### src/sv/car_pkg.sv
// ----------------------------------------------------------------------------
// car_pkg
// Types and constants shared by the concentric aperture ratio modules.
// ----------------------------------------------------------------------------
package car_pkg;

  // Register indexes on the configuration port
  localparam logic [2:0] REG_CENTER_COL  = 3'd0;
  localparam logic [2:0] REG_CENTER_ROW  = 3'd1;
  localparam logic [2:0] REG_WINDOW_SIZE = 3'd2;
  localparam logic [2:0] REG_IMAGE_COLS  = 3'd3;
  localparam logic [2:0] REG_IMAGE_ROWS  = 3'd4;
  localparam logic [2:0] REG_BACKGROUND  = 3'd5;

  // Ratio selectors
  localparam logic [1:0] RATIO_INNER  = 2'd0;
  localparam logic [1:0] RATIO_MIDDLE = 2'd1;
  localparam logic [1:0] RATIO_OUTER  = 2'd2;

  // Squared-distance limits of the nested discs (strict less-than)
  localparam int D2_LIM_R11 = 121;
  localparam int D2_LIM_R8  = 64;
  localparam int D2_LIM_R5  = 25;
  localparam int D2_LIM_R2  = 4;

  localparam int SUM_W     = 48;
  localparam int COORD_W   = 14;
  localparam int DIV_STEPS = 33;
  localparam int STEP_W    = $clog2(DIV_STEPS);

  localparam logic [31:0] Q_MAX = 32'h7FFF_FFFF;
  localparam logic [31:0] Q_MIN = 32'h8000_0000;

  typedef struct packed {
    logic [11:0]        center_col;
    logic [11:0]        center_row;
    logic [6:0]         window_size;
    logic [12:0]        image_cols;
    logic [12:0]        image_rows;
    logic signed [31:0] background;
  } cfg_t;

  typedef struct packed {
    logic       accept;
    logic       div_load;
    logic       div_step;
    logic       div_store;
    logic       out_load;
    logic [1:0] sel;
  } cmd_t;

  typedef struct packed {
    logic s1_busy;
    logic core_zero;
    logic out_free;
  } status_t;

endpackage

### src/sv/concentric_aperture_ratios_core.sv
// ----------------------------------------------------------------------------
// concentric_aperture_ratios_core
// Streaming aperture photometry: nested disc sums and ring-to-core ratios.
// ----------------------------------------------------------------------------
// Usage:
//   Pixels enter on the s_ channel with column, row and value; s_tlast marks
//   the final pixel of a window. Pixels in the square window around the
//   configured center (and inside the image) are background-corrected and
//   added to disc sums of radius 2, 5, 8 and 11.
//   Throughput: one pixel per cycle while the window is open.
//   After the last pixel the input stalls for a two-stage drain, then three
//   Q16.16 divisions on one shared restoring divider (33 quotient bits, one
//   per cycle, plus load and store).
//   The result leaves on the m_ channel from an output register; if the
//   receiver stalls it holds there, and a following window's pixels are still
//   taken until that window's result is ready to be loaded.
//   A zero core sum gives zero ratios with core_zero set.
//   Reset clears the sums, the sequencer and the output valid, and restores
//   the register defaults. The user must write registers only while the block is idle; the block does not check it.
// ----------------------------------------------------------------------------
module concentric_aperture_ratios_core #(
  parameter int MAX_WINDOW = 64,
  parameter int PIXEL_BITS = 32
) (
  input  logic        clk,
  input  logic        rst,
  // APB configuration
  input  logic        psel,
  input  logic        penable,
  input  logic        pwrite,
  input  logic [4:0]  paddr,
  input  logic [31:0] pwdata,
  output logic [31:0] prdata,
  output logic        pready,
  // Pixel stream
  input  logic        s_tvalid,
  output logic        s_tready,
  input  logic [55:0] s_tdata,   // pixel_col[11:0], pixel_row[23:12], pixel_value[55:24]
  input  logic        s_tlast,   // last_pixel
  // Result stream
  output logic        m_tvalid,
  input  logic        m_tready,
  output logic [95:0] m_tdata,   // ratio_inner_ring[31:0], ratio_middle_ring[63:32],
                                 // ratio_outer_ring[95:64]
  output logic [1:0]  m_tuser    // core_zero[0], ratio_saturated[1]
);

  car_pkg::cfg_t    cfg;
  car_pkg::cmd_t    cmd;
  car_pkg::status_t status;

  car_regs u_regs (
    .clk     (clk),
    .rst     (rst),
    .psel    (psel),
    .penable (penable),
    .pwrite  (pwrite),
    .paddr   (paddr),
    .pwdata  (pwdata),
    .prdata  (prdata),
    .pready  (pready),
    .cfg     (cfg)
  );

  car_ctrl u_ctrl (
    .clk      (clk),
    .rst      (rst),
    .s_tvalid (s_tvalid),
    .s_tlast  (s_tlast),
    .s_tready (s_tready),
    .status   (status),
    .cmd      (cmd)
  );

  car_dp #(
    .MAX_WINDOW (MAX_WINDOW),
    .PIXEL_BITS (PIXEL_BITS)
  ) u_dp (
    .clk      (clk),
    .rst      (rst),
    .cfg      (cfg),
    .cmd      (cmd),
    .status   (status),
    .s_tdata  (s_tdata),
    .m_tvalid (m_tvalid),
    .m_tready (m_tready),
    .m_tdata  (m_tdata),
    .m_tuser  (m_tuser)
  );

endmodule

### src/sv/car_regs.sv
// ----------------------------------------------------------------------------
// car_regs
// APB configuration registers for the aperture center, window and background.
// ----------------------------------------------------------------------------
module car_regs (
  input  logic                 clk,
  input  logic                 rst,
  input  logic                 psel,
  input  logic                 penable,
  input  logic                 pwrite,
  input  logic [4:0]           paddr,
  input  logic [31:0]          pwdata,
  output logic [31:0]          prdata,
  output logic                 pready,
  output car_pkg::cfg_t        cfg
);

  logic       wr_en;
  logic [2:0] reg_idx;

  assign pready  = 1'b1;
  assign reg_idx = paddr[4:2];
  assign wr_en   = psel && penable && pwrite && pready;

  // Write the addressed register, ignore indexes beyond the list
  always_ff @(posedge clk) begin
    if (rst) begin
      cfg.center_col  <= 12'd0;
      cfg.center_row  <= 12'd0;
      cfg.window_size <= 7'd40;
      cfg.image_cols  <= 13'h1000;
      cfg.image_rows  <= 13'h1000;
      cfg.background  <= 32'sd0;
    end else if (wr_en) begin
      unique case (reg_idx)
        car_pkg::REG_CENTER_COL:  cfg.center_col  <= pwdata[11:0];
        car_pkg::REG_CENTER_ROW:  cfg.center_row  <= pwdata[11:0];
        car_pkg::REG_WINDOW_SIZE: cfg.window_size <= pwdata[6:0];
        car_pkg::REG_IMAGE_COLS:  cfg.image_cols  <= pwdata[12:0];
        car_pkg::REG_IMAGE_ROWS:  cfg.image_rows  <= pwdata[12:0];
        car_pkg::REG_BACKGROUND:  cfg.background  <= pwdata;
        default: ;
      endcase
    end
  end

  // Read back
  always_comb begin
    unique case (reg_idx)
      car_pkg::REG_CENTER_COL:  prdata = {20'd0, cfg.center_col};
      car_pkg::REG_CENTER_ROW:  prdata = {20'd0, cfg.center_row};
      car_pkg::REG_WINDOW_SIZE: prdata = {25'd0, cfg.window_size};
      car_pkg::REG_IMAGE_COLS:  prdata = {19'd0, cfg.image_cols};
      car_pkg::REG_IMAGE_ROWS:  prdata = {19'd0, cfg.image_rows};
      car_pkg::REG_BACKGROUND:  prdata = cfg.background;
      default:                  prdata = 32'd0;
    endcase
  end

endmodule

### src/sv/car_ctrl.sv
// ----------------------------------------------------------------------------
// car_ctrl
// Sequencer: pixel intake, pipeline drain, three shared divisions, result.
// ----------------------------------------------------------------------------
module car_ctrl (
  input  logic              clk,
  input  logic              rst,
  input  logic              s_tvalid,
  input  logic              s_tlast,
  output logic              s_tready,
  input  car_pkg::status_t  status,
  output car_pkg::cmd_t     cmd
);

  typedef enum logic [5:0] {
    ST_IDLE  = 6'b000001,
    ST_DRAIN = 6'b000010,
    ST_LOAD  = 6'b000100,
    ST_ITER  = 6'b001000,
    ST_STORE = 6'b010000,
    ST_OUT   = 6'b100000
  } state_t;

  state_t                      state, state_next;
  logic [car_pkg::STEP_W-1:0]  step_cnt, step_cnt_next;
  logic [1:0]                  sel, sel_next;
  logic                        accept;

  assign s_tready = (state == ST_IDLE) && !rst;
  assign accept   = s_tvalid && s_tready;

  always_ff @(posedge clk) begin
    if (rst) begin
      state    <= ST_IDLE;
      step_cnt <= '0;
      sel      <= car_pkg::RATIO_INNER;
    end else begin
      state    <= state_next;
      step_cnt <= step_cnt_next;
      sel      <= sel_next;
    end
  end

  // Next state and commands
  always_comb begin
    state_next    = state;
    step_cnt_next = step_cnt;
    sel_next      = sel;
    cmd           = '0;
    cmd.accept    = accept;
    cmd.sel       = sel;
    unique case (state)
      ST_IDLE: begin
        if (accept && s_tlast) state_next = ST_DRAIN;
      end
      ST_DRAIN: begin
        if (!status.s1_busy) begin
          sel_next   = car_pkg::RATIO_INNER;
          state_next = status.core_zero ? ST_OUT : ST_LOAD;
        end
      end
      ST_LOAD: begin
        cmd.div_load  = 1'b1;
        step_cnt_next = '0;
        state_next    = ST_ITER;
      end
      ST_ITER: begin
        cmd.div_step  = 1'b1;
        step_cnt_next = step_cnt + 1'b1;
        if (step_cnt == car_pkg::STEP_W'(car_pkg::DIV_STEPS - 1)) state_next = ST_STORE;
      end
      ST_STORE: begin
        cmd.div_store = 1'b1;
        if (sel == car_pkg::RATIO_OUTER) begin
          state_next = ST_OUT;
        end else begin
          sel_next   = sel + 1'b1;
          state_next = ST_LOAD;
        end
      end
      ST_OUT: begin
        if (status.out_free) begin
          cmd.out_load = 1'b1;
          state_next   = ST_IDLE;
        end
      end
      default: state_next = ST_IDLE;
    endcase
  end

endmodule

### src/sv/car_dp.sv
// ----------------------------------------------------------------------------
// car_dp
// Datapath: window test, disc accumulators, shared divider, output register.
// ----------------------------------------------------------------------------
module car_dp #(
  parameter int MAX_WINDOW = 64,
  parameter int PIXEL_BITS = 32
) (
  input  logic              clk,
  input  logic              rst,
  input  car_pkg::cfg_t     cfg,
  input  car_pkg::cmd_t     cmd,
  output car_pkg::status_t  status,
  input  logic [55:0]       s_tdata,
  output logic              m_tvalid,
  input  logic              m_tready,
  output logic [95:0]       m_tdata,
  output logic [1:0]        m_tuser
);

  localparam int CW = car_pkg::COORD_W;
  localparam int SW = car_pkg::SUM_W;

  // Input fields
  logic [11:0]                  pixel_col, pixel_row;
  logic signed [PIXEL_BITS-1:0] pix_low;
  assign pixel_col = s_tdata[11:0];
  assign pixel_row = s_tdata[23:12];
  assign pix_low   = s_tdata[24 +: PIXEL_BITS];

  // Window and disc classification
  logic signed [CW-1:0]   col_s, row_s, cc_s, cr_s, win_w, min_x, min_y;
  logic signed [CW-1:0]   dx, dy;
  logic signed [2*CW:0]   d2;
  logic                   in_win;
  logic [4:0]             mask;
  logic signed [32:0]     pix_v;

  always_comb begin
    col_s = $signed({2'b00, pixel_col});
    row_s = $signed({2'b00, pixel_row});
    cc_s  = $signed({2'b00, cfg.center_col});
    cr_s  = $signed({2'b00, cfg.center_row});
    win_w = ({7'd0, cfg.window_size} > CW'(MAX_WINDOW)) ? CW'(MAX_WINDOW)
                                                        : $signed({7'd0, cfg.window_size});
    min_x = cc_s - (win_w >>> 1);
    min_y = cr_s - (win_w >>> 1);
    in_win = (col_s >= min_x) && (col_s < min_x + win_w) &&
             (row_s >= min_y) && (row_s < min_y + win_w) &&
             ({1'b0, pixel_col} < cfg.image_cols) &&
             ({1'b0, pixel_row} < cfg.image_rows);
    dx = col_s - cc_s;
    dy = row_s - cr_s;
    d2 = (2*CW+1)'(dx * dx) + (2*CW+1)'(dy * dy);
    mask[0] = in_win;
    mask[1] = in_win && (d2 < (2*CW+1)'(car_pkg::D2_LIM_R11));
    mask[2] = in_win && (d2 < (2*CW+1)'(car_pkg::D2_LIM_R8));
    mask[3] = in_win && (d2 < (2*CW+1)'(car_pkg::D2_LIM_R5));
    mask[4] = in_win && (d2 < (2*CW+1)'(car_pkg::D2_LIM_R2));
    pix_v = 33'(pix_low) - 33'(cfg.background);
  end

  // Stage 1: hold the classified pixel
  logic               s1_valid;
  logic signed [32:0] s1_v;
  logic [4:0]         s1_mask;

  always_ff @(posedge clk) begin
    if (rst) s1_valid <= 1'b0;
    else     s1_valid <= cmd.accept;
  end

  always_ff @(posedge clk) begin
    if (cmd.accept) begin
      s1_v    <= pix_v;
      s1_mask <= mask;
    end
  end

  // Stage 2: accumulate into window and disc sums, clear after the result
  logic signed [SW-1:0] window_sum, disc11_sum, disc8_sum, disc5_sum, disc2_sum;
  logic signed [SW-1:0] add_v;
  assign add_v = SW'(s1_v);

  always_ff @(posedge clk) begin
    if (rst || cmd.out_load) begin
      window_sum <= '0;
      disc11_sum <= '0;
      disc8_sum  <= '0;
      disc5_sum  <= '0;
      disc2_sum  <= '0;
    end else if (s1_valid) begin
      if (s1_mask[0]) window_sum <= window_sum + add_v;
      if (s1_mask[1]) disc11_sum <= disc11_sum + add_v;
      if (s1_mask[2]) disc8_sum  <= disc8_sum + add_v;
      if (s1_mask[3]) disc5_sum  <= disc5_sum + add_v;
      if (s1_mask[4]) disc2_sum  <= disc2_sum + add_v;
    end
  end

  // Operand selection for the shared divider
  logic signed [SW:0]   num;
  logic [SW:0]          num_mag;
  logic [SW-1:0]        den_mag;
  logic [SW-1:0]        rem_init;

  always_comb begin
    case (cmd.sel)
      car_pkg::RATIO_INNER:  num = (SW+1)'(disc5_sum) - (SW+1)'(disc2_sum);
      car_pkg::RATIO_MIDDLE: num = (SW+1)'(disc8_sum) - (SW+1)'(disc5_sum);
      default:               num = (SW+1)'(disc11_sum) - (SW+1)'(disc8_sum);
    endcase
    num_mag  = num[SW] ? (SW+1)'(-num) : num;
    den_mag  = disc2_sum[SW-1] ? SW'(-disc2_sum) : disc2_sum;
    rem_init = SW'(num_mag >> 17);
  end

  // Restoring divider: |num| * 2^16 / |den|, one quotient bit a cycle
  logic [SW-1:0]  div_rem, div_den;
  logic [32:0]    div_q;
  logic           div_ovf, div_neg;
  logic [SW:0]    trial;
  logic           trial_ge;

  assign trial    = {div_rem, div_q[32]};
  assign trial_ge = trial >= {1'b0, div_den};

  always_ff @(posedge clk) begin
    if (cmd.div_load) begin
      div_rem <= rem_init;
      div_den <= den_mag;
      div_q   <= {num_mag[16:0], 16'd0};
      div_ovf <= rem_init >= den_mag;
      div_neg <= num[SW] != disc2_sum[SW-1];
    end else if (cmd.div_step) begin
      div_rem <= trial_ge ? SW'(trial - {1'b0, div_den}) : SW'(trial);
      div_q   <= {div_q[31:0], trial_ge};
    end
  end

  // Signed Q16.16 with clipping
  logic [31:0] q_val;
  logic        q_sat;

  always_comb begin
    q_sat = 1'b0;
    if (div_ovf) begin
      q_sat = 1'b1;
      q_val = div_neg ? car_pkg::Q_MIN : car_pkg::Q_MAX;
    end else if (div_neg) begin
      if (div_q > {1'b0, car_pkg::Q_MIN}) begin
        q_sat = 1'b1;
        q_val = car_pkg::Q_MIN;
      end else begin
        q_val = 32'(33'd0 - div_q);
      end
    end else if (div_q[32:31] != 2'b00) begin
      q_sat = 1'b1;
      q_val = car_pkg::Q_MAX;
    end else begin
      q_val = div_q[31:0];
    end
  end

  // Collect the three ratios and the clip flag
  logic [31:0] ratio [3];
  logic        sat_acc;

  always_ff @(posedge clk) begin
    if (cmd.div_load && cmd.sel == car_pkg::RATIO_INNER) sat_acc <= 1'b0;
    else if (cmd.div_store)                               sat_acc <= sat_acc | q_sat;
    if (cmd.div_store) ratio[cmd.sel] <= q_val;
  end

  // Output register: hold until the transfer completes
  always_ff @(posedge clk) begin
    if (rst) begin
      m_tvalid <= 1'b0;
    end else if (cmd.out_load) begin
      m_tvalid <= 1'b1;
    end else if (m_tready) begin
      m_tvalid <= 1'b0;
    end
  end

  always_ff @(posedge clk) begin
    if (cmd.out_load) begin
      m_tdata <= status.core_zero ? 96'd0 : {ratio[2], ratio[1], ratio[0]};
      m_tuser <= {sat_acc && !status.core_zero, status.core_zero};
    end
  end

  assign status.s1_busy   = s1_valid;
  assign status.core_zero = (disc2_sum == '0);
  assign status.out_free  = !m_tvalid || m_tready;

endmodule

### config.mk
export PLATFORM = sky130hd
export DESIGN_NAME = concentric_aperture_ratios_core
export DESIGN_NICKNAME = d
export VERILOG_FILES = /design/src/sv/car_pkg.sv /design/src/sv/concentric_aperture_ratios_core.sv /design/src/sv/car_regs.sv /design/src/sv/car_ctrl.sv /design/src/sv/car_dp.sv
export SDC_FILE = /design/constraint.sdc
export NUM_CORES = 2
export LEC_CHECK = 0
export ABC_AREA = 1
export BUFFER_PORTS_ARGS = -buffer_cell sky130_fd_sc_hd__buf_4
export CAP_MARGIN = 20
export CORE_UTILIZATION = 34
export CTS_BUF_LIST = sky130_fd_sc_hd__clkbuf_16
export CTS_CLUSTER_DIAMETER = 50
export DETAILED_ROUTE_END_ITERATION = 12
export HOLD_SLACK_MARGIN = 0.06
export SLEW_MARGIN = 20
export SYNTH_ARGS = -nofsm -noshare
export SYNTH_HDL_FRONTEND = slang
export SYNTH_SLANG_ARGS = --single-unit
export TNS_END_PERCENT = 1
### constraint.sdc
create_clock -name clk -period 12.5 [get_ports clk]
set_input_delay 1.875 -clock clk [delete_from_list [all_inputs] [get_ports clk]]
set_output_delay 1.875 -clock clk [all_outputs]
set_load 0.01 [all_outputs]
==> flow_summary.ini <==
[global_route]
grt_usage_pct = 25.0
number_of_global_route_vias_before_repair = 68600
grt_start_max_net_pins = 94
grt_antenna_before_repair = 18
global_route.overflow_total = 0
grt_first_pass_wirelength_mm = 420

[synthesis]
post_synth_inst_count = 10900
synth_seq_area_share_pct = 22.2
synth-edff-count = 330
synth_area_sq_um = 74500
post_synth_main_area_contributors = edfxtp_1, ha_1, inv_1, nand2_1, dfxtp_1
synth_area_per_cell_sq_um = 6.81
synth-main-ff-cell = edfxtp_1
yosys_register_bits = 660
synth_async_sr_flop_share_pct = 0
yosysTopAreaCellShare_pct = 13.3
yosys_warnings = 0
netlist.top_cell.by_area = edfxtp_1
yosysUniqueCellTypes = 68

[clock_network]
cts_tree = yes
cts-hold-fix-buffers = 0
total_of_cells_resized_after_clock_tree_synthesis = 0
cts_num_sinks = 660
cts_htree_levels = 3
clock-root-buffer = clkbuf_16
clock_pin_slew_worst_setup_and_hold_paths_ns = 0.06
tritoncts.num_buffers = 99
cts_setup_buffers = 0
cts_max_path_buffers = 3
clock_insertion_delay_worst_skew_ns = 0.80

[worst_setup_path]
worst_r2r_startpoint = u_regs.cfg[71]$_SDFFE_PP0P_
setup.worst_path.end_class = flop
timing.critical_path.required_ns = 13.11
cp-start-kind = input pin
timing.critical_path.slowest_cell_delay_ns = 0.53
timing.critical_path.fanout_max = 13
critPathLaunch = s_tdata[0]
cp_data_arrival_time_ns = 11.92
cp_slowest_cell = fa_1
criticalPathCategory = in2reg
crit_top_cell = nand2_1

[sta]
final-setup-viol-count = 0
rsz0062_at_grt = no
clock_skew_ns = 0.0978
maxSlewHeadroom_pct = 23.6
max_slew.worst_pin.slew_ns = 1.13
finalMaxSlewViolations = 0
setup_total_negative_slack_ns = 0
hold_viol = 0
fmaxAchievable_mhz = 88.4
finalWorstPathRequiredPeriod_ns = 11.31
min_period_over_period_pct = 90.5

[die]
coreArea_sq_um = 217000
chipWidth_microns = 470
initial_core_util_pct = 34.2
floorplan.die_area_sq_um = 221000
rows = 171
die-height_microns = 470
top_level_ports = 234

[flow_run]
timing.max_cap.violations = 0

[drt]
drtIter0Drc = 6388
final_wirelength_mm = 283
num_vias = 72200
final_routed_drc_violation_total = 0
avgRoutedWirePerCell_microns = 20.1
post_detailed_route_count_of_antenna_violating_nets = 0
detail_route.vias_per_cell = 5.12
detailed_router_iteration_count_before_antenna_repair = 8

[finish]
post_route_cells_drive_above_1_share_pct = 5.73
layout.cells.most_common_list = inv_1, nand2_1, nor2_1, a21oi_1, ha_1
final_net_count = 12300
mostFrequentLayoutCell = inv_1
area.growth.synth_to_final_pct = 11.6
final_util_pct = 38.2

[outcome]
status = finished clean

[placement]
post-dp-hpwl_mm = 237
gp_routability_congestion = 1.05
io_buffers = 230

[worst_hold_path]
hold_path.startpoint = u_ctrl.step_cnt[4]$_SDFFE_PP0P_
worst_hold_class = reg2reg
[sequential cells by signal (all words and copies together) (netlist names), 2 cells and up]
name,flops
u_dp.s1_mask,4
u_ctrl.sel,2
u_dp.disc5_sum,48
u_ctrl.state,6
u_dp.ratio,96
m_tdata,96
u_dp.disc11_sum,48
u_dp.s1_v,33
u_dp.disc2_sum,48
u_regs.cfg,89
u_dp.m_tuser,2
u_dp.disc8_sum,48
u_dp.div_rem,48
u_dp.div_q,33
u_dp.div_den,48
u_ctrl.step_cnt,6
[worst max-delay path, delay by kind of cell]
kind	cells	cell delay, ns
xor+xnor	2	0.13
simple gates	20	2.53
buf+inv	7	0.99
compound gates	11	2.26
fa+ha+maj	10	4.09
[cells in the mapped netlist (21+ instances only)]
cell,n
a21o_1,39
o21ai_1,34
a31oi_1,121
nand2_2,30
o21bai_1,37
nand3b_1,46
nor4_1,35
nor2_1,1190
nor2_2,24
dfxtp_1,330
nand3_1,502
inv_1,2211
o211ai_1,78
nand4_1,126
nand2_1,2099
or2_2,22
edfxtp_1,330
xnor2_1,172
nor3_1,130
o22ai_1,34
xor2_1,256
a21oi_1,925
a21boi_0,24
o21a_1,48
clkbuf_1,145
o21ai_0,646
ha_1,739
inv_2,21
fa_1,298
o221ai_1,28
[metal layers]
metal / share of wire, % / track usage (%)
met5: 0.010 / 0
met4: 6.1 / 13.1
met3: 7.0 / 3.71
met2: 44 / 40.5
met1: 43 / 32.1
[per-stage QoR]
| stage | hold WS (ns) | area (sq um) | worst slack, ns | cells |
|---|---|---|---|---|
| floorplan | 0.435 | 74500 | 1.58 | 10900 |
| global placement | 0.456 | 79600 | 0.415 | 13900 |
| detailed placement | 0.459 | 79600 | 0.441 | 13900 |
| CTS | 0.468 | 83100 | 1.20 | 14100 |
| global route | 0.493 | 83100 | 0.164 | 14100 |
| finish | 0.471 | 83100 | 1.19 | 14100 |
[cells by family after synthesis]
kind of cell	Yosys count	synth area share, %
other cells	2	0.0101
buf+inv	2424	12.3
fa+ha+maj	1037	20.4
flops	660	22.2
simple gates	4274	24.1
xor+xnor	434	5.17
compound gates	2105	15.8
[path summary, 6_finish.rpt]
kind,cells after the start,end,slack (ns)
worst max-delay path,50,u_dp.s1_mask[4]$_DFFE_PP_,1.19
worst min-delay path,1,u_ctrl.step_cnt[4]$_SDFFE_PP0P_,0.47
worst max register to register,49,u_dp.s1_mask[4]$_DFFE_PP_,2.07
worst min register to register,1,u_ctrl.step_cnt[4]$_SDFFE_PP0P_,0.47
[cell type report]
type / count / area, sq um
clock buffers: 101 / 2530
multi-input cells: 7853 / 48900
flip-flops and latches: 660 / 16500
repair buffers: 295 / 2260
fillers: 23500 / 134000
inverters: 2243 / 8430
well taps: 2854 / 3570
diodes: 3 / 7.51
clock inverters: 87 / 956
Power is left out: the tool's default activity adds up to more than one toggle a clock period on the data nets, which glitch-free logic cannot reach.
